### config.mk
export PLATFORM = sky130hd
export DESIGN_NAME = mwm_div_stage
export DESIGN_NICKNAME = d
export VERILOG_FILES = /design/src/hw/rtl/mwm_pkg.sv /design/src/hw/rtl/mwm_div_stage.sv
export SDC_FILE = /design/constraint.sdc
export NUM_CORES = 1
export LEC_CHECK = 0
export BUFFER_PORTS_ARGS = -buffer_cell sky130_fd_sc_hd__buf_2
export CAP_MARGIN = 20
export CORE_AREA = 5 5 169 171
export CTS_CLUSTER_SIZE = 14
export DETAILED_ROUTE_END_ITERATION = 7
export DIE_AREA = 0 0 174 176
export GPL_TIMING_DRIVEN = 0
export PLACE_DENSITY = 0.73
export SLEW_MARGIN = 40
export SYNTH_ARGS = -nofsm -noshare
export SYNTH_HDL_FRONTEND = slang
export SYNTH_SLANG_ARGS = --single-unit
### constraint.sdc
create_clock -name clock -period 7 [get_ports clock]
set_input_delay 1.05 -clock clock [delete_from_list [all_inputs] [get_ports clock]]
set_output_delay 1.05 -clock clock [all_outputs]
set_load 0.03 [all_outputs]
### src/hw/rtl/mwm_pkg.sv
package mwm_pkg;

   localparam int CSR_INDEX_WIDTH = 1;
   localparam int CSR_DATA_WIDTH  = 15;

   typedef enum logic [CSR_INDEX_WIDTH-1:0] {
      CSR_DEADBAND_LEVEL = 1'b0,
      CSR_TURN_GAIN      = 1'b1
   } csr_index_type;

   localparam logic [CSR_DATA_WIDTH-1:0] DEADBAND_RESET  = 15'd3277;
   localparam logic [CSR_DATA_WIDTH-1:0] TURN_GAIN_RESET = 15'd16384;

   // The turn gain is unsigned Q0.15; its product is rounded by adding one half LSB.
   localparam int GAIN_FRAC_BITS = 15;
   localparam int GAIN_ROUND     = 16384;

   // Lane order of the wheel pipeline.
   localparam int WHEEL_COUNT = 4;
   localparam int LANE_FL     = 0;
   localparam int LANE_FR     = 1;
   localparam int LANE_RL     = 2;
   localparam int LANE_RR     = 3;

   typedef struct packed {
      logic [CSR_DATA_WIDTH-1:0] deadband_level;
      logic [CSR_DATA_WIDTH-1:0] turn_gain;
   } csr_type;

endpackage

### src/hw/rtl/mwm_div_stage.sv
module mwm_div_stage #(
   parameter int SAMPLE_WIDTH = 16
) (
   input  logic                                              clock,
   input  logic                                              reset,
   input  logic                                              in_valid,
   output logic                                              in_ready,
   input  logic [mwm_pkg::WHEEL_COUNT-1:0][SAMPLE_WIDTH:0]   in_rem,
   input  logic [mwm_pkg::WHEEL_COUNT-1:0][SAMPLE_WIDTH-1:0] in_low,
   input  logic [mwm_pkg::WHEEL_COUNT-1:0][SAMPLE_WIDTH-1:0] in_quot,
   input  logic [mwm_pkg::WHEEL_COUNT-1:0]                   in_sign,
   input  logic [SAMPLE_WIDTH:0]                             in_div,
   output logic                                              out_valid,
   input  logic                                              out_ready,
   output logic [mwm_pkg::WHEEL_COUNT-1:0][SAMPLE_WIDTH:0]   out_rem,
   output logic [mwm_pkg::WHEEL_COUNT-1:0][SAMPLE_WIDTH-1:0] out_low,
   output logic [mwm_pkg::WHEEL_COUNT-1:0][SAMPLE_WIDTH-1:0] out_quot,
   output logic [mwm_pkg::WHEEL_COUNT-1:0]                   out_sign,
   output logic [SAMPLE_WIDTH:0]                             out_div
);

   localparam int W = SAMPLE_WIDTH;
   localparam int L = mwm_pkg::WHEEL_COUNT;

   // One restoring step per lane: shift in the next dividend bit, subtract if it fits.
   logic                valid_ff;
   logic [L-1:0][W:0]   rem_ff, rem_in;
   logic [L-1:0][W-1:0] low_ff, low_in;
   logic [L-1:0][W-1:0] quot_ff, quot_in;
   logic [L-1:0]        sign_ff;
   logic [W:0]          div_ff;
   logic [L-1:0][W+1:0] trial, diff;
   logic [L-1:0]        fits;

   assign in_ready = !valid_ff || out_ready;

   always_comb begin
      for (int k = 0; k < L; k++) begin
         trial[k]   = {in_rem[k], in_low[k][W-1]};
         diff[k]    = trial[k] - {1'b0, in_div};
         fits[k]    = !diff[k][W+1];
         rem_in[k]  = fits[k] ? diff[k][W:0] : trial[k][W:0];
         low_in[k]  = in_low[k] << 1;
         quot_in[k] = {in_quot[k][W-2:0], fits[k]};
      end
   end

   always_ff @(posedge clock) begin
      if (reset) begin
         valid_ff <= 1'b0;
      end else if (in_ready) begin
         valid_ff <= in_valid;
      end
   end

   always_ff @(posedge clock) begin
      if (in_ready) begin
         rem_ff  <= rem_in;
         low_ff  <= low_in;
         quot_ff <= quot_in;
         sign_ff <= in_sign;
         div_ff  <= in_div;
      end
   end

   assign out_valid = valid_ff;
   assign out_rem   = rem_ff;
   assign out_low   = low_ff;
   assign out_quot  = quot_ff;
   assign out_sign  = sign_ff;
   assign out_div   = div_ff;

endmodule

==> flow_summary_export.csv <==
group,metric,value,unit
routing,detail_route.vias_per_cell,5.32,
cts,clock_path_buffers,3,
sta,setup_viol,0,
floorplanning,fp.dieW,174,um
sta,max_slew_margin,46.7,%
critical_path,critPathLaunchType,"input pin",
placed_design,place_hpwl,29000,um
routing,vias,8582,
sta,rsz0062_at_grt,"no",
cells_and_area,mostFrequentLayoutCells,"buf_2 (435), edfxtp_1 (213), ha_1 (68), a21oi_1 (63), nand2_1 (36)",
cts,postCtsResizedCells,0,
global_route,grt_remaining_overflow,0,
floorplanning,num_rows,60,
critical_path,end_kind,"flop",
job,max_cap_violations,0,
critical_path,cp_data_required_time,7.26,ns
hold_path,min_path_type,"in -> reg",
yosys,async_flop_share,0,%
routing,drc,0,
cells_and_area,ff_latch_area,0.00642,mm^2
cells_and_area,multiInputGateArea,0.00428,mm^2
routing,wl,37200,um
floorplanning,die_h,176,um
sta,slew_viol_final,0,
pwr,pwr_density_cell,275,mW/mm^2
pwr,peakVddDrop,0.170,mV
critical_path,cp.arrival,3.82,ns
cts,cts_setup_buffers,0,
routing,ant_nets,0,
cts,hold_buffers,0,
sta,fin_setup_tns,0,ns
cells_and_area,syn_to_final_growth,31.9,%
sta,hold_viol_final,0,
yosys,synth_warnings,0,
pwr,switching_share,31.6,%
yosys,yosys_register_bits,214,
cells_and_area,final_common_cell,"buf_2",
yosys,synth.distinct_cells,71,
cts,cts_buffers,25,
cells_and_area,nets,1547,
routing,dr.pass1.iters,5,
yosys,synth_area_per_cell,13.9,um^2
pwr,power.switching,1.25,mW
yosys,synth.yosys.seq_area_share,58.6,%
outcome,status,"finished clean",
floorplanning,initial_utilization,40.9,%
cts,cts.htree.levels,1,
yosys,ys.flop_type,"edfxtp_1",
placed_design,place.gp.congestion,0.918,
floorplanning,design.core.area,0.0267,mm^2
critical_path,crit_fanout,10,
pwr,clkPwrFrac,31.7,%
placed_design,post_dp_cell_area,0.0136,mm^2
floorplanning,die-area,0.0306,mm^2
yosys,synth_cells,788,
sta,fmaxAchievable,281,MHz
sta,min_period,3.56,ns
cts,numClockSinks,214,
global_route,grt.total_usage,22.8,%
pwr,p_leak,6.52,nW
pwr,combPwrFrac,27.4,%
placed_design,dp_cells,1568,
cells_and_area,fillers,2267,
yosys,synth_edf_count,213,
floorplanning,ioPinCount,440,
global_route,grt_max_degree,45,
cts,clk_pin_slew,0.06,ns
global_route,grt_pass1_wl,53100,um
cts,clockRootBuffer,"clkbuf_16",
sta,clock_skew,0.00652,ns
cells_and_area,drive_gt1_share,43.8,%
pwr,p_seq_share,40.9,%
cells_and_area,finish.instance_area,0.0144,mm^2
global_route,antenna_found_initial,16,
yosys,syn_area,0.0109,mm^2
placed_design,io_buffers,431,
routing,wl_per_cell,23.0,um
sta,post-route-period-util,50.8,%
cts,cts_tree,"done",
pwr,p_int,2.72,mW
cts,insertion_delay,0.51,ns
routing,drt-initial-drc-count,667,
sta,tightest_slew,0.794,ns
cells_and_area,final_cells,1614,
critical_path,crit_type,"in -> reg",
global_route,grt_pass1_vias,8445,
-- flip-flops by register name, summed over array words and instances, names as in the netlist --
| signal | flops |
|---|---|
| out_div | 17 |
| out_low | 60 |
| out_quot | 64 |
| out_rem | 68 |
| out_sign | 4 |
| out_valid | 1 |
-- critical path, cell delays in order --
cell	delay (ns)
buf_2	0.26
inv_1	0.22
ha_1	0.31
nor2b_1	0.14
o31ai_1	0.34
a32oi_2	0.27
a21boi_2	0.24
o21ai_4	0.09
xor2_4	0.35
buf_8	0.22
mux2_4	0.31
-- power by group through the flow --
stage	combinational [mW]	sequential, mW	clock, mW
final	1.09	1.63	1.26
after global routing	1.16	1.64	1.35
after CTS	1.09	1.63	1.29
after detailed placement	1.09	1.65	0
after global placement	1.07	1.66	0
after floorplan	0.438	1.96	0
-- kinds of logic (layout without fill, tap and decap cells) --
group,after synthesis,count (layout),synth area share [%]
mux,72,72,7.95
xor+xnor,52,52,4.33
simple gates,136,136,6.45
fa+ha+maj,72,72,8.51
flops,214,214,58.6
compound gates,189,189,11.7
buf+inv,52,532,2.44
other cells,1,6,0.0343
-- worst paths after layout --
check / from / end / slack (ns) / cells after the start
min: reset / out_valid$_SDFFE_PP0P_ / 0.69 / 2
max reg2reg: out_valid$_SDFFE_PP0P_ / out_rem[25]$_DFFE_PP_ / 4.79 / 5
max: in_div[1] / out_rem[11]$_DFFE_PP_ / 3.44 / 11
min reg2reg: out_valid$_SDFFE_PP0P_ / out_low[13]$_DFFE_PP_ / 1.05 / 1
-- area by class of cell --
class	count	area share, %
flip-flops and latches	214	44.5
repair buffers	436	15.6
diodes	2	0.0347
clock buffers	33	4.61
multi-input cells	525	29.7
inverters	34	0.902
well taps	341	2.96
clock inverters	11	0.798
plain buffers	18	0.945
-- per-stage QoR --
step	setup WS [ns]	hold slack, ns	util, %	power [mW]
after global placement	0.337	1.21	50.7	2.72
final	3.44	0.692	54.0	3.98
after floorplan	2.09	1.12	-	2.40
after global routing	3.30	0.672	54.0	4.15
after CTS	3.40	0.670	54.0	4.01
after detailed placement	2.86	1.06	51.1	2.74
-- per-layer routing --
layer | up-vias | GRT usage, % | routed length [um]
li1 | 3950 | - | -
met1 | 4109 | 26.8 | 13900
met2 | 399 | 38.7 | 17800
met3 | 94 | 9.70 | 4220
met4 | 30 | 6.00 | 1080
met5 | - | 0 | 176
-- cells in the mapped netlist, types with 9 or more instances --
master	count	area share [%]
xnor2_1	31	2.5
xor2_1	20	1.6
mux2_4	19	2.6
a21o_1	16	1.1
nor3_1	10	0.46
nand2_1	36	1.2
edfxtp_1	213	58
mux2i_1	12	1.1
and3_1	12	0.69
o21ai_0	35	1.6
nor2_1	29	0.99
mux2_2	33	3.4
ha_1	68	7.8
a21oi_1	63	2.9
inv_1	33	1.1
nand2b_1	9	0.51
o21a_1	12	0.82
nor2b_1	19	1.1
Power figures use the tool's default switching activity.
