===== src/hw/rtl/mwm_pkg.sv =====
package mwm_pkg;

   localparam int CSR_INDEX_WIDTH = 1;
   localparam int CSR_DATA_WIDTH  = 15;

   typedef enum logic [CSR_INDEX_WIDTH-1:0] {
      CSR_DEADBAND_LEVEL = 1'b0,
      CSR_TURN_GAIN      = 1'b1
   } csr_index_type;

   localparam logic [CSR_DATA_WIDTH-1:0] DEADBAND_RESET  = 15'd3277;
   localparam logic [CSR_DATA_WIDTH-1:0] TURN_GAIN_RESET = 15'd16384;

   // The turn gain is unsigned Q0.15; its product is rounded by adding one half LSB.
   localparam int GAIN_FRAC_BITS = 15;
   localparam int GAIN_ROUND     = 16384;

   // Lane order of the wheel pipeline.
   localparam int WHEEL_COUNT = 4;
   localparam int LANE_FL     = 0;
   localparam int LANE_FR     = 1;
   localparam int LANE_RL     = 2;
   localparam int LANE_RR     = 3;

   typedef struct packed {
      logic [CSR_DATA_WIDTH-1:0] deadband_level;
      logic [CSR_DATA_WIDTH-1:0] turn_gain;
   } csr_type;

endpackage


===== src/hw/rtl/mwm_mix.sv =====
module mwm_mix #(
   parameter int SAMPLE_WIDTH = 16
) (
   input  logic                                              clock,
   input  logic                                              reset,
   input  mwm_pkg::csr_type                                  csr,
   input  logic                                              in_valid,
   output logic                                              in_ready,
   input  logic [SAMPLE_WIDTH-1:0]                           strafe_cmd,
   input  logic [SAMPLE_WIDTH-1:0]                           forward_cmd,
   input  logic [SAMPLE_WIDTH-1:0]                           turn_cmd,
   output logic                                              out_valid,
   input  logic                                              out_ready,
   output logic [mwm_pkg::WHEEL_COUNT-1:0][SAMPLE_WIDTH:0]   out_rem,
   output logic [mwm_pkg::WHEEL_COUNT-1:0][SAMPLE_WIDTH-1:0] out_low,
   output logic [mwm_pkg::WHEEL_COUNT-1:0]                   out_sign,
   output logic [SAMPLE_WIDTH:0]                             out_div
);

   localparam int W  = SAMPLE_WIDTH;
   localparam int F  = W - 1;
   localparam int PW = W + mwm_pkg::CSR_DATA_WIDTH;
   localparam int NW = 2 * W + 1;
   localparam int L  = mwm_pkg::WHEEL_COUNT;

   function automatic logic [W:0] dead_zone(input logic [W:0] v, input logic [F-1:0] lvl);
      logic [W:0] mag;
      mag = v[W] ? -v : v;
      dead_zone = (mag < {2'b00, lvl}) ? '0 : v;
   endfunction

   // Stage 1: negate the stick axes and multiply the turn magnitude by the gain.
   logic           s1_valid_ff;
   logic [W:0]     s1_right_ff, s1_right_in;
   logic [W:0]     s1_fwd_ff, s1_fwd_in;
   logic [PW-1:0]  s1_prod_ff, s1_prod_in;
   logic           s1_neg_ff;
   logic [W-1:0]   turn_mag;

   // Stage 2: round the turn term, apply the deadband and form the wheel sums.
   logic                 s2_valid_ff;
   logic [L-1:0][W+1:0]  s2_wheel_ff, s2_wheel_in;
   logic [PW-1:0]        turn_rnd;
   logic [W:0]           cw_mag, cw_val, cw_db, right_db, fwd_db;
   logic [W+1:0]         cw_x, right_x, fwd_x;
   logic [F+14:0]        level_ext;
   logic [F-1:0]         level;

   // Stage 3: wheel magnitudes, the largest one and the divisor choice.
   logic                 s3_valid_ff;
   logic [L-1:0][W:0]    s3_mag_ff, s3_mag_in;
   logic [L-1:0]         s3_sign_ff, s3_sign_in;
   logic [W:0]           s3_div_ff, s3_div_in;
   logic [L-1:0][W+1:0]  wheel_neg;
   logic [W:0]           max01, max23, max_all, one_val;

   // Stage 4: build the rounded dividend and split it for the divider.
   logic                 s4_valid_ff;
   logic [L-1:0][W:0]    s4_rem_ff, s4_rem_in;
   logic [L-1:0][W-1:0]  s4_low_ff, s4_low_in;
   logic [L-1:0]         s4_sign_ff;
   logic [W:0]           s4_div_ff;
   logic [L-1:0][NW-1:0] dividend;

   logic s1_ready, s2_ready, s3_ready, s4_ready;

   assign s4_ready = !s4_valid_ff || out_ready;
   assign s3_ready = !s3_valid_ff || s4_ready;
   assign s2_ready = !s2_valid_ff || s3_ready;
   assign s1_ready = !s1_valid_ff || s2_ready;
   assign in_ready = s1_ready;

   always_comb begin
      s1_right_in = -{strafe_cmd[W-1], strafe_cmd};
      s1_fwd_in   = -{forward_cmd[W-1], forward_cmd};
      turn_mag    = turn_cmd[W-1] ? -turn_cmd : turn_cmd;
      s1_prod_in  = PW'(turn_mag) * PW'(csr.turn_gain);
   end

   always_comb begin
      level_ext = {csr.deadband_level, {F{1'b0}}};
      level     = level_ext[F+14:15];
      turn_rnd  = s1_prod_ff + PW'(mwm_pkg::GAIN_ROUND);
      cw_mag    = {1'b0, turn_rnd[PW-1:mwm_pkg::GAIN_FRAC_BITS]};
      cw_val    = s1_neg_ff ? -cw_mag : cw_mag;
      cw_db     = dead_zone(cw_val, level);
      right_db  = dead_zone(s1_right_ff, level);
      fwd_db    = dead_zone(s1_fwd_ff, level);
      cw_x      = {cw_db[W], cw_db};
      right_x   = {right_db[W], right_db};
      fwd_x     = {fwd_db[W], fwd_db};
      s2_wheel_in[mwm_pkg::LANE_FL] = fwd_x + cw_x + right_x;
      s2_wheel_in[mwm_pkg::LANE_FR] = fwd_x - cw_x - right_x;
      s2_wheel_in[mwm_pkg::LANE_RL] = fwd_x + cw_x - right_x;
      s2_wheel_in[mwm_pkg::LANE_RR] = fwd_x - cw_x + right_x;
   end

   always_comb begin
      for (int k = 0; k < L; k++) begin
         wheel_neg[k]  = -s2_wheel_ff[k];
         s3_sign_in[k] = s2_wheel_ff[k][W+1];
         s3_mag_in[k]  = s3_sign_in[k] ? wheel_neg[k][W:0] : s2_wheel_ff[k][W:0];
      end
      max01   = (s3_mag_in[0] > s3_mag_in[1]) ? s3_mag_in[0] : s3_mag_in[1];
      max23   = (s3_mag_in[2] > s3_mag_in[3]) ? s3_mag_in[2] : s3_mag_in[3];
      max_all = (max01 > max23) ? max01 : max23;
      one_val = (W+1)'(1) << F;
      // Below full scale the divisor is one, which returns the wheel unchanged.
      s3_div_in = (max_all > one_val) ? max_all : one_val;
   end

   always_comb begin
      for (int k = 0; k < L; k++) begin
         dividend[k]  = (NW'(s3_mag_ff[k]) << F) + NW'(s3_div_ff >> 1);
         s4_rem_in[k] = dividend[k][NW-1:W];
         s4_low_in[k] = dividend[k][W-1:0];
      end
   end

   always_ff @(posedge clock) begin
      if (reset) begin
         s1_valid_ff <= 1'b0;
         s2_valid_ff <= 1'b0;
         s3_valid_ff <= 1'b0;
         s4_valid_ff <= 1'b0;
      end else begin
         if (s1_ready) s1_valid_ff <= in_valid;
         if (s2_ready) s2_valid_ff <= s1_valid_ff;
         if (s3_ready) s3_valid_ff <= s2_valid_ff;
         if (s4_ready) s4_valid_ff <= s3_valid_ff;
      end
   end

   always_ff @(posedge clock) begin
      if (s1_ready) begin
         s1_right_ff <= s1_right_in;
         s1_fwd_ff   <= s1_fwd_in;
         s1_prod_ff  <= s1_prod_in;
         s1_neg_ff   <= turn_cmd[W-1];
      end
      if (s2_ready) begin
         s2_wheel_ff <= s2_wheel_in;
      end
      if (s3_ready) begin
         s3_mag_ff  <= s3_mag_in;
         s3_sign_ff <= s3_sign_in;
         s3_div_ff  <= s3_div_in;
      end
      if (s4_ready) begin
         s4_rem_ff  <= s4_rem_in;
         s4_low_ff  <= s4_low_in;
         s4_sign_ff <= s3_sign_ff;
         s4_div_ff  <= s3_div_ff;
      end
   end

   assign out_valid = s4_valid_ff;
   assign out_rem   = s4_rem_ff;
   assign out_low   = s4_low_ff;
   assign out_sign  = s4_sign_ff;
   assign out_div   = s4_div_ff;

endmodule


===== config.mk =====
export PLATFORM = sky130hd
export DESIGN_NAME = mwm_mix
export DESIGN_NICKNAME = d
export VERILOG_FILES = /design/src/hw/rtl/mwm_pkg.sv /design/src/hw/rtl/mwm_mix.sv
export SDC_FILE = /design/constraint.sdc
export NUM_CORES = 1
export LEC_CHECK = 0
export ABC_AREA = 1
export BUFFER_PORTS_ARGS = -buffer_cell sky130_fd_sc_hd__clkbuf_2
export CORE_ASPECT_RATIO = 1.4
export CORE_UTILIZATION = 63
export CTS_CLUSTER_SIZE = 14
export DETAILED_ROUTE_END_ITERATION = 6
export PLACE_DENSITY = 0.83
export REMOVE_ABC_BUFFERS = 1
export SYNTH_ARGS = -nofsm -noshare
export SYNTH_HDL_FRONTEND = slang
export SYNTH_SLANG_ARGS = --single-unit

===== constraint.sdc =====
create_clock -name clock -period 11.3 [get_ports clock]
set_clock_uncertainty 0.2 [all_clocks]
set_input_delay 1.695 -clock clock [delete_from_list [all_inputs] [get_ports clock]]
set_output_delay 1.695 -clock clock [all_outputs]
set_load 0.1 [all_outputs]

==> out/qor.yml <==
setup_path:
  worstPathArrival_ns: 9.31
  r2r_slack_ns: 2.18
  crit_path_top_delay_cell: "xor2_1"
  path_class: "in2reg"
  cp-start-kind: "input pin"
  critPathMaxStageDelay_ns: 0.73
  worstPathRequired_ns: 11.42
  crit_family: "adder cells"
  cpMostUsedCell: "inv_1"
  path_buf_inv: 9
  cp-end-kind: "flop"
  path_max_fanout: 16
clocking:
  root_buffer: "clkbuf_16"
  clkSlewWorstSetupHoldPaths_ns: 0.06
  clockBufferDepth: 3
  htree_levels: 1
  hold_buffers: 0
  cts_buffers: 30
  cts_resized: 0
  clkLatencyLatePin_ns: 0.58
  cts_tree: "yes"
  clock-sinks: 304
  cts_setup_buffers: 0
route:
  wirelength_um: 84000
  dr.pass1.iters: 7
  wl_per_cell_um: 18.2
  drc: 1
  dr_total_vias: 26100
  drt_iter0_markers: 1482
  drt.antenna.violating_nets: 0
  viasPerCell: 5.64
layout:
  final_nets: 4531
  fill_cells: 4064
  drive_gt1_frac: 0.0892
  regArea_um2: 9090
  multi_input_area_um2: 18900
  syn_to_final_growth_pct: 7.11
  finish.utilization: 0.684
logic_synthesis:
  synthSimpleGateAreaFrac: 0.211
  yosysSeqAreaShare: 0.290
  avgSynthCellArea_um2: 8.19
  async_reset_ff_frac: 0
  ys.flop_type: "edfxtp_1"
  synth_top_family_by_area: "adder cells"
  synth.largest_area_cell: "edfxtp_1"
  synth_cell_types: 58
  synth_xor_area_frac: 0.0784
  netlist.area_leader.share: 0.287
  synthTopCellsByCount: "nand2_1, inv_1, nor2_1, ha_1, edfxtp_1"
  ys_ff_latch: 304
  synthMuxAreaShare: 0.000319
  synth_warnings: 0
  synth_fa_ha_area_frac: 0.240
  synth_edf_count: 300
  syn_area_um2: 31400
  synth_compound_area_frac: 0.0739
  synth_cells: 3834
  synth.area.top_cells: "edfxtp_1, ha_1, fa_1, nand2_1, inv_1"
  synth_most_common_cell: "nand2_1"
placed_design:
  pre_cts_slack_ns: 1.69
  gp_congestion: 1.07
  dp_hpwl_um: 69700
  port_buffers: 236
sta:
  holdWs_ns: 0.218
  fin_crit_sh: 0.813
  post-route-min-period_ns: 9.19
  setup_viol: 0
  fin_ws_ns: 2.11
  max_freq_mhz: 109
  rsz0062_at_grt: "false"
  drv_slew: 0
  worstMarginPinSlew_ns: 0.932
  finalHoldViolCount: 0
  setup_tns_ns: 0
  relSlewSlack: 0.379
run:
  drv_cap: 0
run_status:
  violations: "DRC"
  outcome: "finished, violations left"
floorplan:
  die_width_um: 191
  fp.dieArea_um2: 50700
  rows: 96
  core_um2: 49100
  ioPinCount: 237
  fp.dieH_um: 266
  start_util: 0.639
global_route:
  grt_max_degree: 71
  grt_pass1_vias: 26100
  grt_pass1_wl_um: 131000
  antenna_found_initial: 4
  grt-ovfl-total: 0
  track_usage: 0.338
hold_path:
  min_path_type: "reg2reg"
==> logic make-up after synthesis <==
logic type               after synthesis
AO/OA/AOI/OAI                        406
XOR/XNOR                             279
adder cells (fa/ha/maj)              490
buffers and inverters                826
flip-flops                           304
multiplexers                           1
AND/OR/NAND/NOR                     1528
==> layer usage <==
| layer | GRT usage | wire (µm) | up-vias | part of all wire |
|---|---|---|---|---|
| met3 | 0.0503 | 4510 | 426 | 0.054 |
| met2 | 0.617 | 42600 | 1074 | 0.51 |
| met4 | 0.313 | 9320 | 2 | 0.11 |
| met1 | 0.321 | 27500 | 12100 | 0.33 |
| met5 | 0 | 15 | - | 0.00018 |
| li1 | - | - | 12500 | - |
==> worst paths after layout <==
kind	depth (start not counted)	endpoint	from
setup reg to reg	40	s2_wheel_ff[33]	s1_prod_ff[14]
hold reg to reg	0	out_sign[3]	s3_sign_ff[3]
setup / recovery	33	s1_prod_ff[26]	turn_cmd[0]
hold / removal	0	out_sign[3]	s3_sign_ff[3]
==> through the flow <==
stage	std cells	cell area (µm²)
floorplan	3686	30600
global placement	4564	32600
detailed placement	4564	32600
CTS	4618	33600
global route	4620	33600
finish	4621	33600
==> area by class of cell <==
| cell class | count | share of cell area |
|---|---|---|
| flip-flops and latches | 304 | 0.270 |
| clock inverters | 17 | 0.00588 |
| inverters | 678 | 0.0758 |
| repair buffers | 241 | 0.0362 |
| multi-input cells | 2704 | 0.564 |
| well taps | 637 | 0.0237 |
| clock buffers | 37 | 0.0243 |
| diodes | 3 | 0.000223 |
==> state kept, by name, indices dropped and copies added (netlist names), 2 cells and up <==
register	flops
s2_wheel_ff	70
out_rem	68
s3_mag_ff	66
out_low	17
s1_fwd_ff	17
s1_prod_ff	17
s1_right_ff	17
s3_div_ff	17
out_sign	4
s3_sign_ff	4
out_div	2
==> cells in the final DEF (no fill, tap or decap), types with 60 or more instances in the layout <==
| cell type | n |
|---|---|
| ha_1 | 305 |
| edfxtp_1 | 300 |
| nand3_1 | 186 |
| xor2_1 | 234 |
| nand2_1 | 737 |
| clkbuf_2 | 236 |
| nor2_1 | 365 |
| fa_1 | 185 |
| a21oi_1 | 175 |
| o21ai_0 | 113 |
| nor3_1 | 60 |
| inv_1 | 666 |
Power is left out: the tool's default activity adds up to more than one toggle a clock period on the data nets, which glitch-free logic cannot reach.
