--- src/hw/rtl/mwm_pkg.sv ---
package mwm_pkg;

   localparam int CSR_INDEX_WIDTH = 1;
   localparam int CSR_DATA_WIDTH  = 15;

   typedef enum logic [CSR_INDEX_WIDTH-1:0] {
      CSR_DEADBAND_LEVEL = 1'b0,
      CSR_TURN_GAIN      = 1'b1
   } csr_index_type;

   localparam logic [CSR_DATA_WIDTH-1:0] DEADBAND_RESET  = 15'd3277;
   localparam logic [CSR_DATA_WIDTH-1:0] TURN_GAIN_RESET = 15'd16384;

   // The turn gain is unsigned Q0.15; its product is rounded by adding one half LSB.
   localparam int GAIN_FRAC_BITS = 15;
   localparam int GAIN_ROUND     = 16384;

   // Lane order of the wheel pipeline.
   localparam int WHEEL_COUNT = 4;
   localparam int LANE_FL     = 0;
   localparam int LANE_FR     = 1;
   localparam int LANE_RL     = 2;
   localparam int LANE_RR     = 3;

   typedef struct packed {
      logic [CSR_DATA_WIDTH-1:0] deadband_level;
      logic [CSR_DATA_WIDTH-1:0] turn_gain;
   } csr_type;

endpackage

--- src/hw/rtl/mwm_out.sv ---
module mwm_out #(
   parameter int SAMPLE_WIDTH = 16
) (
   input  logic                                              clock,
   input  logic                                              reset,
   input  logic                                              in_valid,
   output logic                                              in_ready,
   input  logic [mwm_pkg::WHEEL_COUNT-1:0][SAMPLE_WIDTH-1:0] in_quot,
   input  logic [mwm_pkg::WHEEL_COUNT-1:0]                   in_sign,
   output logic                                              rsp_valid,
   input  logic                                              rsp_stall,
   output logic [SAMPLE_WIDTH-1:0]                           rsp_front_left_drive,
   output logic [SAMPLE_WIDTH-1:0]                           rsp_front_right_drive,
   output logic [SAMPLE_WIDTH-1:0]                           rsp_rear_left_drive,
   output logic [SAMPLE_WIDTH-1:0]                           rsp_rear_right_drive
);

   localparam int W = SAMPLE_WIDTH;
   localparam int F = W - 1;
   localparam int L = mwm_pkg::WHEEL_COUNT;

   logic                rsp_valid_ff;
   logic [L-1:0][W-1:0] drive_ff, drive_in;

   assign in_ready = !rsp_valid_ff || !rsp_stall;

   // The quotient never exceeds full scale, so its top bit alone marks +1.0.
   always_comb begin
      for (int k = 0; k < L; k++) begin
         if (in_sign[k]) begin
            drive_in[k] = -in_quot[k];
         end else if (in_quot[k][W-1]) begin
            drive_in[k] = {1'b0, {F{1'b1}}};
         end else begin
            drive_in[k] = in_quot[k];
         end
      end
   end

   always_ff @(posedge clock) begin
      if (reset) begin
         rsp_valid_ff <= 1'b0;
      end else if (in_ready) begin
         rsp_valid_ff <= in_valid;
      end
   end

   always_ff @(posedge clock) begin
      if (in_ready) begin
         drive_ff <= drive_in;
      end
   end

   assign rsp_valid             = rsp_valid_ff;
   assign rsp_front_left_drive  = drive_ff[mwm_pkg::LANE_FL];
   assign rsp_front_right_drive = drive_ff[mwm_pkg::LANE_FR];
   assign rsp_rear_left_drive   = drive_ff[mwm_pkg::LANE_RL];
   assign rsp_rear_right_drive  = drive_ff[mwm_pkg::LANE_RR];

endmodule

--- config.mk ---
export PLATFORM = sky130hd
export DESIGN_NAME = mwm_out
export DESIGN_NICKNAME = d
export VERILOG_FILES = /design/src/hw/rtl/mwm_pkg.sv /design/src/hw/rtl/mwm_out.sv
export SDC_FILE = /design/constraint.sdc
export NUM_CORES = 1
export LEC_CHECK = 0
export BUFFER_PORTS_ARGS = -buffer_cell sky130_fd_sc_hd__buf_2
export CORE_MARGIN = 3
export CORE_UTILIZATION = 45
export DETAILED_ROUTE_END_ITERATION = 8
export PLACE_DENSITY = 0.84
export SLEW_MARGIN = 20
export SYNTH_ARGS = -nofsm -noshare
export SYNTH_HDL_FRONTEND = slang
export SYNTH_SLANG_ARGS = --single-unit
--- constraint.sdc ---
create_clock -name clock -period 2.2 [get_ports clock]
set_clock_uncertainty 0.2 [all_clocks]
set_input_delay 0.11 -clock clock [delete_from_list [all_inputs] [get_ports clock]]
set_output_delay 0.11 -clock clock [all_outputs]
set_load 0.02 [all_outputs]
==> results of run 1 <==
## through the flow
stage | utilization (%) | std cells | cell area [um^2] | power (W) | setup slack (ns)
after floorplan | - | 382 | 3770 | 0.00190 | 0.315
after global placement | 58.3 | 615 | 4620 | 0.00215 | 0.264
after detailed placement | 58.3 | 615 | 4620 | 0.00217 | 0.198
after CTS | 69.4 | 697 | 5500 | 0.00339 | 0.00308
after global routing | 69.7 | 694 | 5520 | 0.00354 | -0.0471
final | 69.7 | 694 | 5520 | 0.00338 | 0.0353
## worst max-delay path, stage by stage
cell and delay (ns):
dlygate4sd3_1 0.53, buf_2 0.16, or4_1 0.62, nor2_2 0.20
a41oi_1 0.14, mux2_2 0.28
## cell type report
cell class              count  share of cell area [%]
clock buffers              11                    2.56
multi-input cells         277                    31.0
well taps                 102                    2.31
clock inverters             5                    1.43
flip-flops and latches     65                    35.2
repair buffers            212                    26.1
inverters                  22                    1.50
## power breakdown
part	leakage, nW	internal (W)	total [W]	switching, W
Sequential	0.642	0.00148	0.00151	0.0000292
Combinational	1.45	0.000300	0.000741	0.000440
Clock	0.113	0.000668	0.00113	0.000461
## cells by family after synthesis
family / count (synthesis) / share of synthesized area [%]
buf+inv: 40 / 3.99
compound gates: 133 / 23.0
xor+xnor: 2 / 0.465
fa+ha+maj: 4 / 1.33
simple gates: 133 / 18.3
mux: 5 / 1.36
flops: 65 / 51.5
## timing repair
item | 4_1_cts | 5_1_grt
endpoints found under the setup margin | 0 | 11
hold endpoints to repair | 60 | 0
hold buffers | 66 | 0
resized for setup | 0 | 9
## worst max-delay path by stage
stage,endpoint,slack [ns],from
CTS,rsp_rear_left_drive[13]$_DFFE_PP_,0.003,in_quot[39]
finish,rsp_rear_left_drive[13]$_DFFE_PP_,0.04,in_quot[39]
global placement,rsp_front_right_drive[15]$_SDFFCE_PN0P_,0.26,in_quot[25]
detailed placement,rsp_rear_left_drive[13]$_DFFE_PP_,0.20,in_quot[39]
floorplan,rsp_front_left_drive[0]$_DFFE_PP_,0.32,rsp_valid$_SDFFE_PP0P_
global route,rsp_rear_left_drive[15]$_SDFFCE_PN0P_,-0.05,in_quot[39]
## metal layers
metal | share of wire, % | vias up | GRT usage, % | wire length (um)
li1 | - | 1912 | - | -
met1 | 38 | 1843 | 28.0 | 4290
met2 | 52 | 234 | 41.1 | 5860
met3 | 8.4 | 26 | 5.60 | 947
met4 | 1.9 | 0 | 7.88 | 216
met5 | 0 | - | 0 | 0
## state kept, by name, summed over array words and instances (netlist names)
register	flops
rsp_rear_left_drive	16
rsp_valid	1
rsp_front_left_drive	16
rsp_front_right_drive	16
rsp_rear_right_drive	16
## cell usage in the layout (no fill, tap or decap), drive strengths merged, types with 4 or more instances in the layout
| cell | n |
|---|---|
| buf | 146 |
| dlygate4sd3 | 64 |
| edfxtp | 64 |
| a21oi | 39 |
| nor2 | 33 |
| nand2 | 31 |
| a31oi | 27 |
| inv | 21 |
| o21ai | 20 |
| nand3 | 14 |
| nor4 | 13 |
| clkbuf | 11 |
| nor3 | 10 |
| nand4 | 9 |
| o21a | 6 |
| or2 | 5 |
| o311ai | 4 |
| mux2i | 4 |
| o22a | 4 |
| ha | 4 |
| or3 | 4 |
| clkinv | 4 |
==> flow_metrics.tcl, run 1 <==
set metrics [dict create \
    placement.io_buffers 137 \
    grt_start_max_net_pins 48 \
    synthCells 382 \
    fin_nets 663 \
    grt_pass1_wl_mm 18.3 \
    cts-root-buf "clkbuf_8" \
    clkSlewWorstSetupHoldPaths_ns 0.07 \
    ant_nets 0 \
    whs_path_depth 3 \
    syn_area_per_cell_um2 9.86 \
    diodes 0 \
    cts_tree "done" \
    rrSetupSlack_ns 0.81 \
    fin_crit_ns 2.16 \
    fin_crit_sh_pct 98.4 \
    multiInputGateArea_mm2 0.00171 \
    ys_async_sr_fraction_pct 0 \
    cp-end-kind "register" \
    grt_setup_unrepaired "yes" \
    outcome "completed" \
    timing.max_cap.violations 0 \
    rr_endpoint "rsp_valid$_SDFFE_PP0P_" \
    grt_use_total_pct 23.4 \
    clk_latency_ns 0.33 \
    antenna_found_initial 0 \
    syn_nets 458 \
    grt_pass1_vias 3720 \
    worst_slew_pin_slew_ns 0.459 \
    ys_types 51 \
    cts_buffers 9 \
    synth_edf_count 64 \
    drive_above_1_share_pct 30.9 \
    ys_ff_latch 65 \
    die_w_um 97.5 \
    drc 0 \
    dp_hpwl_mm 7.00 \
    cts.sinks 65 \
    vias_per_cell 5.79 \
    area_delta_synth_final_pct 46.6 \
    nFillCells 565 \
    seq_area_frac_synth_pct 51.5 \
    hold_violations 0 \
    gp_congestion 0.887 \
    htreeDepth 3 \
    worstPathRequired_ns 2.08 \
    setup_viol 0 \
    p_leak_nw 2.21 \
    setup-tns-final_ns 0 \
    die_y_um 97.5 \
    seq_area_mm2 0.00194 \
    hold_end "rsp_rear_left_drive[14]$_DFFE_PP_" \
    ir_drop_v 0.000323 \
    ys_warn_count 0 \
    vias 4015 \
    initial_utilization_pct 47.5 \
    wl_per_cell_um 16.3 \
    clockBufferDepth 2 \
    die-area_mm2 0.00951 \
    drt-pass1-iter-count 5 \
    synth_area_mm2 0.00377 \
    synthFlopType "edfxtp_1" \
    timing.slew.headroom_pct 69.4 \
    cp.arrival_ns 2.05 \
    hp-start "in_quot[46]" \
    synth_most_common_cell "edfxtp_1" \
    synth_largest_area_cell "edfxtp_1" \
    path_max_fanout 6 \
    synth_top_area_share_pct 51.0 \
    setup.worst_path.class "input port to register" \
    num_rows 32 \
    wl_mm 11.3 \
    fmaxAchievable_mhz 462 \
    min_path_type "input port to register" \
    synth_common_cells "edfxtp_1, a21oi_1, nor2_1" \
    timing.rr.start "rsp_valid$_SDFFE_PP0P_" \
    reg2reg_depth 3 \
    drtIter0Drc 184 \
    post-cts-setup-buffers 0 \
    hold_slack_ns 0.0120 \
    pwr_density_cell_mw_per_mm2 613 \
    crit_path_start_kind "input port" \
    num_io_pins 138 \
    finalMaxSlewViolations 0 \
    synth.area.top_cells "edfxtp_1, a21oi_1, a31oi_1" \
    overflow 0 \
    core_area_mm2 0.00793 \
]
Note: power is estimated with default switching activity, not from simulation.
==> run 2: changes to the inputs <==
--- a/config.mk
+++ b/config.mk
@@ -7,9 +7,9 @@
 export LEC_CHECK = 0
 export BUFFER_PORTS_ARGS = -buffer_cell sky130_fd_sc_hd__buf_2
 export CORE_MARGIN = 3
-export CORE_UTILIZATION = 45
+export CORE_UTILIZATION = 54
 export DETAILED_ROUTE_END_ITERATION = 8
-export PLACE_DENSITY = 0.84
+export PLACE_DENSITY = 0.93
 export SLEW_MARGIN = 20
 export SYNTH_ARGS = -nofsm -noshare
 export SYNTH_HDL_FRONTEND = slang
==> constraint.sdc (replaced) <==
create_clock -name clock -period 2.8 [get_ports clock]
set_clock_uncertainty 0.2 [all_clocks]
set_input_delay 0.14 -clock clock [delete_from_list [all_inputs] [get_ports clock]]
set_output_delay 0.14 -clock clock [all_outputs]
set_load 0.02 [all_outputs]
==> run 2 against run 1 <==
Core utilization is 10 points higher. Combinational power fell by 23%. First-iteration DRC count grew 120%. Clock-buffer cell count unchanged. Cell area fell by 5.2%. Final cell count down 3.7%. Clock power fell by 42%. Routed wire length up 1.4%. Global-route usage rose by 5.3 points. Worst setup slack gained 0.24 ns. Flip-flop and latch count unchanged. Die area down 16%. Critical endpoint is now rsp_rear_right_drive[9]$_DFFE_PP_.
==> flow_metrics.tcl, run 2 (synthesis gave the netlist of run 1 again) <==
set metrics [dict create \
    cpPeakStageDelay_ns 0.58 \
    grt_pass1_wl_mm 17.7 \
    worstPathRequired_ns 2.67 \
    antenna_found_initial 0 \
    final_cells 668 \
    hold_buffers 52 \
    dp.cells 600 \
    cp-end-kind "register" \
    diodes 0 \
    pwr_density_cell_mw_per_mm2 461 \
    cp.arrival_ns 2.40 \
    final_common_cell "buf_2" \
    drive_above_1_share_pct 29.7 \
    grt_setup_unrepaired "no" \
    area_delta_synth_final_pct 39.0 \
    nFillCells 412 \
    die_y_um 89.5 \
    ant_nets 0 \
    fin_crit_ns 2.53 \
    hp-start "in_quot[47]" \
    reg2reg_depth 2 \
    final_util_pct 79.7 \
    cts.sinks 65 \
    cts-root-buf "clkbuf_8" \
    fin_nets 646 \
    hold_slack_ns 0.0112 \
    post-cts-setup-buffers 0 \
    drc 0 \
    whs_path_depth 3 \
    placement.io_buffers 137 \
    vias 4084 \
    outcome "completed" \
    worst_slew_pin_slew_ns 0.795 \
    p_leak_nw 2.07 \
    drt-pass1-iter-count 5 \
    setup.worst_path.class "input port to register" \
    setup_viol 0 \
    die-area_mm2 0.00801 \
    timing.slew.headroom_pct 46.8 \
    cts_tree "done" \
    grt_pass1_vias 3874 \
    min_path_type "input port to register" \
    drtIter0Drc 406 \
    crit_family "simple AND/OR/NAND/NOR gates" \
    clockBufferDepth 2 \
    gp_congestion 0.917 \
    die_w_um 89.5 \
    dp_hpwl_mm 7.26 \
    finalMaxSlewViolations 0 \
    initial_utilization_pct 57.4 \
    wl_mm 11.5 \
    num_io_pins 138 \
    num_rows 29 \
    rr_endpoint "rsp_front_right_drive[6]$_DFFE_PP_" \
    placed_cell_area_mm2 0.00456 \
    timing.max_cap.violations 0 \
    clk_latency_ns 0.32 \
    hold_end "rsp_rear_left_drive[1]$_DFFE_PP_" \
    hold_violations 0 \
    path_cells "dlygate4sd3_1 -> buf_2 -> nor4_4 -> nand3_1 -> or4b_1 -> o211a_1" \
    crit_path_start_kind "input port" \
    grt_start_max_net_pins 42 \
    ir_drop_v 0.000294 \
    vias_per_cell 6.11 \
    path_max_fanout 9 \
    htreeDepth 3 \
    rrSetupSlack_ns 1.11 \
    timing.rr.start "rsp_valid$_SDFFE_PP0P_" \
    clkSlewWorstSetupHoldPaths_ns 0.07 \
    core_area_mm2 0.00657 \
    grt_use_total_pct 28.7 \
    fmaxAchievable_mhz 396 \
    wl_per_cell_um 17.2 \
    fin_area_mm2 0.00524 \
    setup-tns-final_ns 0 \
    cts_resized 0 \
    critPathLaunch "in_quot[52]" \
    cts_buffers 9 \
    overflow 0 \
    final_cell_mix "buf_2, edfxtp_1, dlygate4sd3_1" \
    worst-path-buf-inv 2 \
    fin_crit_sh_pct 90.2 \
    crit_slowest_cell "or4b_1" \
]
-- run 2: layer usage --
layer  up-vias  share of wire [%]  wire length [um]  track usage (%)
met5         -                  0                 0                0
met4         0                3.7               422             13.7
met3        51                7.7               889             5.90
met2       277                 52              5910             51.8
met1      1879                 37              4250             32.1
li1       1877                  -                 -                -
-- run 2: layout make-up --
cell class	instances	area (um^2)	area share [%]
Sequential cell	65	1940	37.1
Timing Repair Buffer	195	1260	24.1
Inverter	22	82.6	1.58
Tap cell	93	116	2.22
Clock inverter	5	22.5	0.430
Clock buffer	11	131	2.51
Multi-Input combinational cell	277	1680	32.0
-- run 2: worst max-delay path by stage --
stage / end / slack (ns) / cells after the start
2_1_floorplan: rsp_front_left_drive[0]$_DFFE_PP_ / 0.22 / 1
3_3_place_gp: rsp_rear_right_drive[9]$_DFFE_PP_ / 0.69 / 5
3_5_place_dp: rsp_rear_right_drive[9]$_DFFE_PP_ / 0.60 / 5
4_1_cts: rsp_rear_right_drive[9]$_DFFE_PP_ / 0.36 / 6
5_1_grt: rsp_rear_right_drive[9]$_DFFE_PP_ / 0.20 / 6
6_report: rsp_rear_right_drive[9]$_DFFE_PP_ / 0.27 / 6
-- run 2: through the flow --
step | power [W] | worst slack (ns)
floorplan | 0.00149 | 0.218
global placement | 0.00169 | 0.692
detailed placement | 0.00170 | 0.603
CTS | 0.00241 | 0.356
global route | 0.00251 | 0.196
finish | 0.00241 | 0.273
-- run 2: power breakdown --
group          total (W)  switching [W]  internal [W]
clock network   0.000653       0.000341      0.000311
logic           0.000567       0.000347      0.000220
registers        0.00119      0.0000246       0.00117
total            0.00241       0.000713       0.00170
-- run 2: worst min-delay path, delay by kind of cell --
family | cells | cell delay, ns
buffers and inverters | 1 | 0.11
AO/OA/AOI/OAI | 1 | 0.13
AND/OR/NAND/NOR | 1 | 0.04
==> run 3: changes to the inputs <==
--- a/config.mk
+++ b/config.mk
@@ -9,6 +9,7 @@
 export CORE_MARGIN = 3
 export CORE_UTILIZATION = 54
 export DETAILED_ROUTE_END_ITERATION = 8
+export MAX_ROUTING_LAYER = met4
 export PLACE_DENSITY = 0.93
 export SLEW_MARGIN = 20
 export SYNTH_ARGS = -nofsm -noshare
==> run 3 against run 2 <==
Die area did not move. Flip-flop and latch count did not move. Combinational power fell by 1%. Hold slack got worse by 0.0096 ns. Via count fell by 1.4%. Largest cell class unchanged. Critical path type unchanged. Routed wire length fell by 1.2%. Sequential share of layout area rose by 0.30 points. Worst setup slack improved by 0.035 ns. Register-to-register slack improved by 0.03 ns. Critical path depth did not move. First-iteration DRC count fell by 18%. Non-clock buffer count fell by 6.
==> flow_metrics.tcl, run 3 (synthesis gave the netlist of run 1 again) <==
set metrics [dict create \
    die-area_mm2 0.00801 \
    use_met2_pct 49.3 \
    htreeDepth 3 \
    grt_setup_unrepaired "no" \
    worst_slew_pin_slew_ns 0.814 \
    hold_violations 0 \
    cts_resized 0 \
    cts_buffers 9 \
    overflow 0 \
    dp_hpwl_mm 7.32 \
    num_rows 29 \
    fmaxAchievable_mhz 401 \
    grt_start_max_net_pins 42 \
    path_max_fanout 9 \
    cts_tree "done" \
    cp.arrival_ns 2.38 \
    setup_viol 0 \
    cts.sinks 65 \
    final_cell_mix "buf_2, edfxtp_1, dlygate4sd3_1" \
    worstPathRequired_ns 2.68 \
    grt_pass1_vias 3781 \
    clockBufferDepth 2 \
    use_met1_pct 31.3 \
    timing.slew.headroom_pct 45.6 \
    nFillCells 440 \
    place_ws_ns 0.588 \
    ir_drop_v 0.000312 \
    gp_congestion 0.919 \
    setup-tns-final_ns 0 \
    rrSetupSlack_ns 1.14 \
    drtIter0Drc 332 \
    fin_crit_ns 2.49 \
    grt_use_total_pct 28.6 \
    global_route.usage.met3_pct 4.06 \
    grt_busiest_layer "met2" \
    crit_path_start_kind "input port" \
    cts-root-buf "clkbuf_8" \
    initial_utilization_pct 57.4 \
    grt_pass1_wl_mm 17.0 \
    fin_nets 640 \
    setup.worst_path.class "input port to register" \
    clkSlewWorstSetupHoldPaths_ns 0.07 \
    final_common_cell "buf_2" \
    core_area_mm2 0.00657 \
    die_y_um 89.5 \
    antenna_found_initial 0 \
    fin_crit_sh_pct 89.0 \
    num_io_pins 138 \
    finalMaxSlewViolations 0 \
    drt-pass1-iter-count 5 \
    vias_per_cell 6.08 \
    fin_ws_ns 0.308 \
    pwr_density_cell_mw_per_mm2 473 \
    ant_nets 0 \
    cp-end-kind "register" \
    vias 4027 \
    outcome "completed" \
    diodes 0 \
    clk_latency_ns 0.33 \
    drc 0 \
    min_path_type "input port to register" \
    p_leak_nw 2.05 \
    die_w_um 89.5 \
    drive_above_1_share_pct 30.1 \
    placement.io_buffers 137 \
    area_delta_synth_final_pct 37.9 \
    wl_mm 11.3 \
    timing.max_cap.violations 0 \
    wl_per_cell_um 17.1 \
]
-- run 3: changes by cell type in the layout (fill, tap and decap cells not counted), sizes merged --
cell / before / now
dlygate4sd3: 52 / 46
clkbuf: 11 / 15
clkinv: 6 / 2
-- run 3: path summary, 6_finish.rpt --
check                                              to  cells after the start                   start
hold reg to reg      rsp_rear_left_drive[3]$_DFFE_PP_                      1  rsp_valid$_SDFFE_PP0P_
setup reg to reg  rsp_front_right_drive[14]$_DFFE_PP_                      2  rsp_valid$_SDFFE_PP0P_
setup / recovery    rsp_rear_right_drive[9]$_DFFE_PP_                      6             in_quot[52]
hold / removal     rsp_front_right_drive[8]$_DFFE_PP_                      3             in_quot[24]
-- run 3: where the power goes --
group          internal [W]  leakage (nW)  switching (W)
Combinational      0.000214          1.32       0.000346
Clock              0.000370        0.0877       0.000335
Sequential          0.00117         0.642      0.0000241
Total               0.00175          2.05       0.000705
-- run 3: worst max-delay path, stage by stage --
cell and delay (ns):
dlygate4sd3_1 0.55, buf_2 0.16, nor4_4 0.50, nand3_1 0.31, or4b_1 0.57, o211a_1 0.14
-- run 3: what timing repair did --
action	CTS	global route
hold endpoints to repair	44	0
buffers inserted	0	0
hold buffers	46	0
-- run 3: final cells by class --
type / count / area (um^2) / area share [%]
clock inverters: 1 / 5.00 / 0.0964
multi-input cells: 277 / 1680 / 32.3
inverters: 22 / 82.6 / 1.59
well taps: 93 / 116 / 2.24
clock buffers: 15 / 166 / 3.20
repair buffers: 189 / 1200 / 23.2
flip-flops and latches: 65 / 1940 / 37.4
-- run 3: per-layer routing --
layer	wire length (um)	part of all wire, %
met5	0	0
met4	571	5.0
met3	850	7.5
met2	5720	50
met1	4190	37
-- run 3: stage by stage --
step / instances / hold WS, ns / utilization, % / power (W) / cell area, um^2
after floorplan: 382 / 0.0124 / - / 0.00149 / 3770
after detailed placement: 600 / 0.101 / 69.5 / 0.00171 / 4560
final: 662 / 0.00160 / 79.1 / 0.00246 / 5190
after global placement: 600 / 0.0986 / 69.5 / 0.00169 / 4560
after global routing: 662 / 0.00985 / 79.1 / 0.00255 / 5190
after CTS: 662 / 0.00118 / 79.1 / 0.00245 / 5190
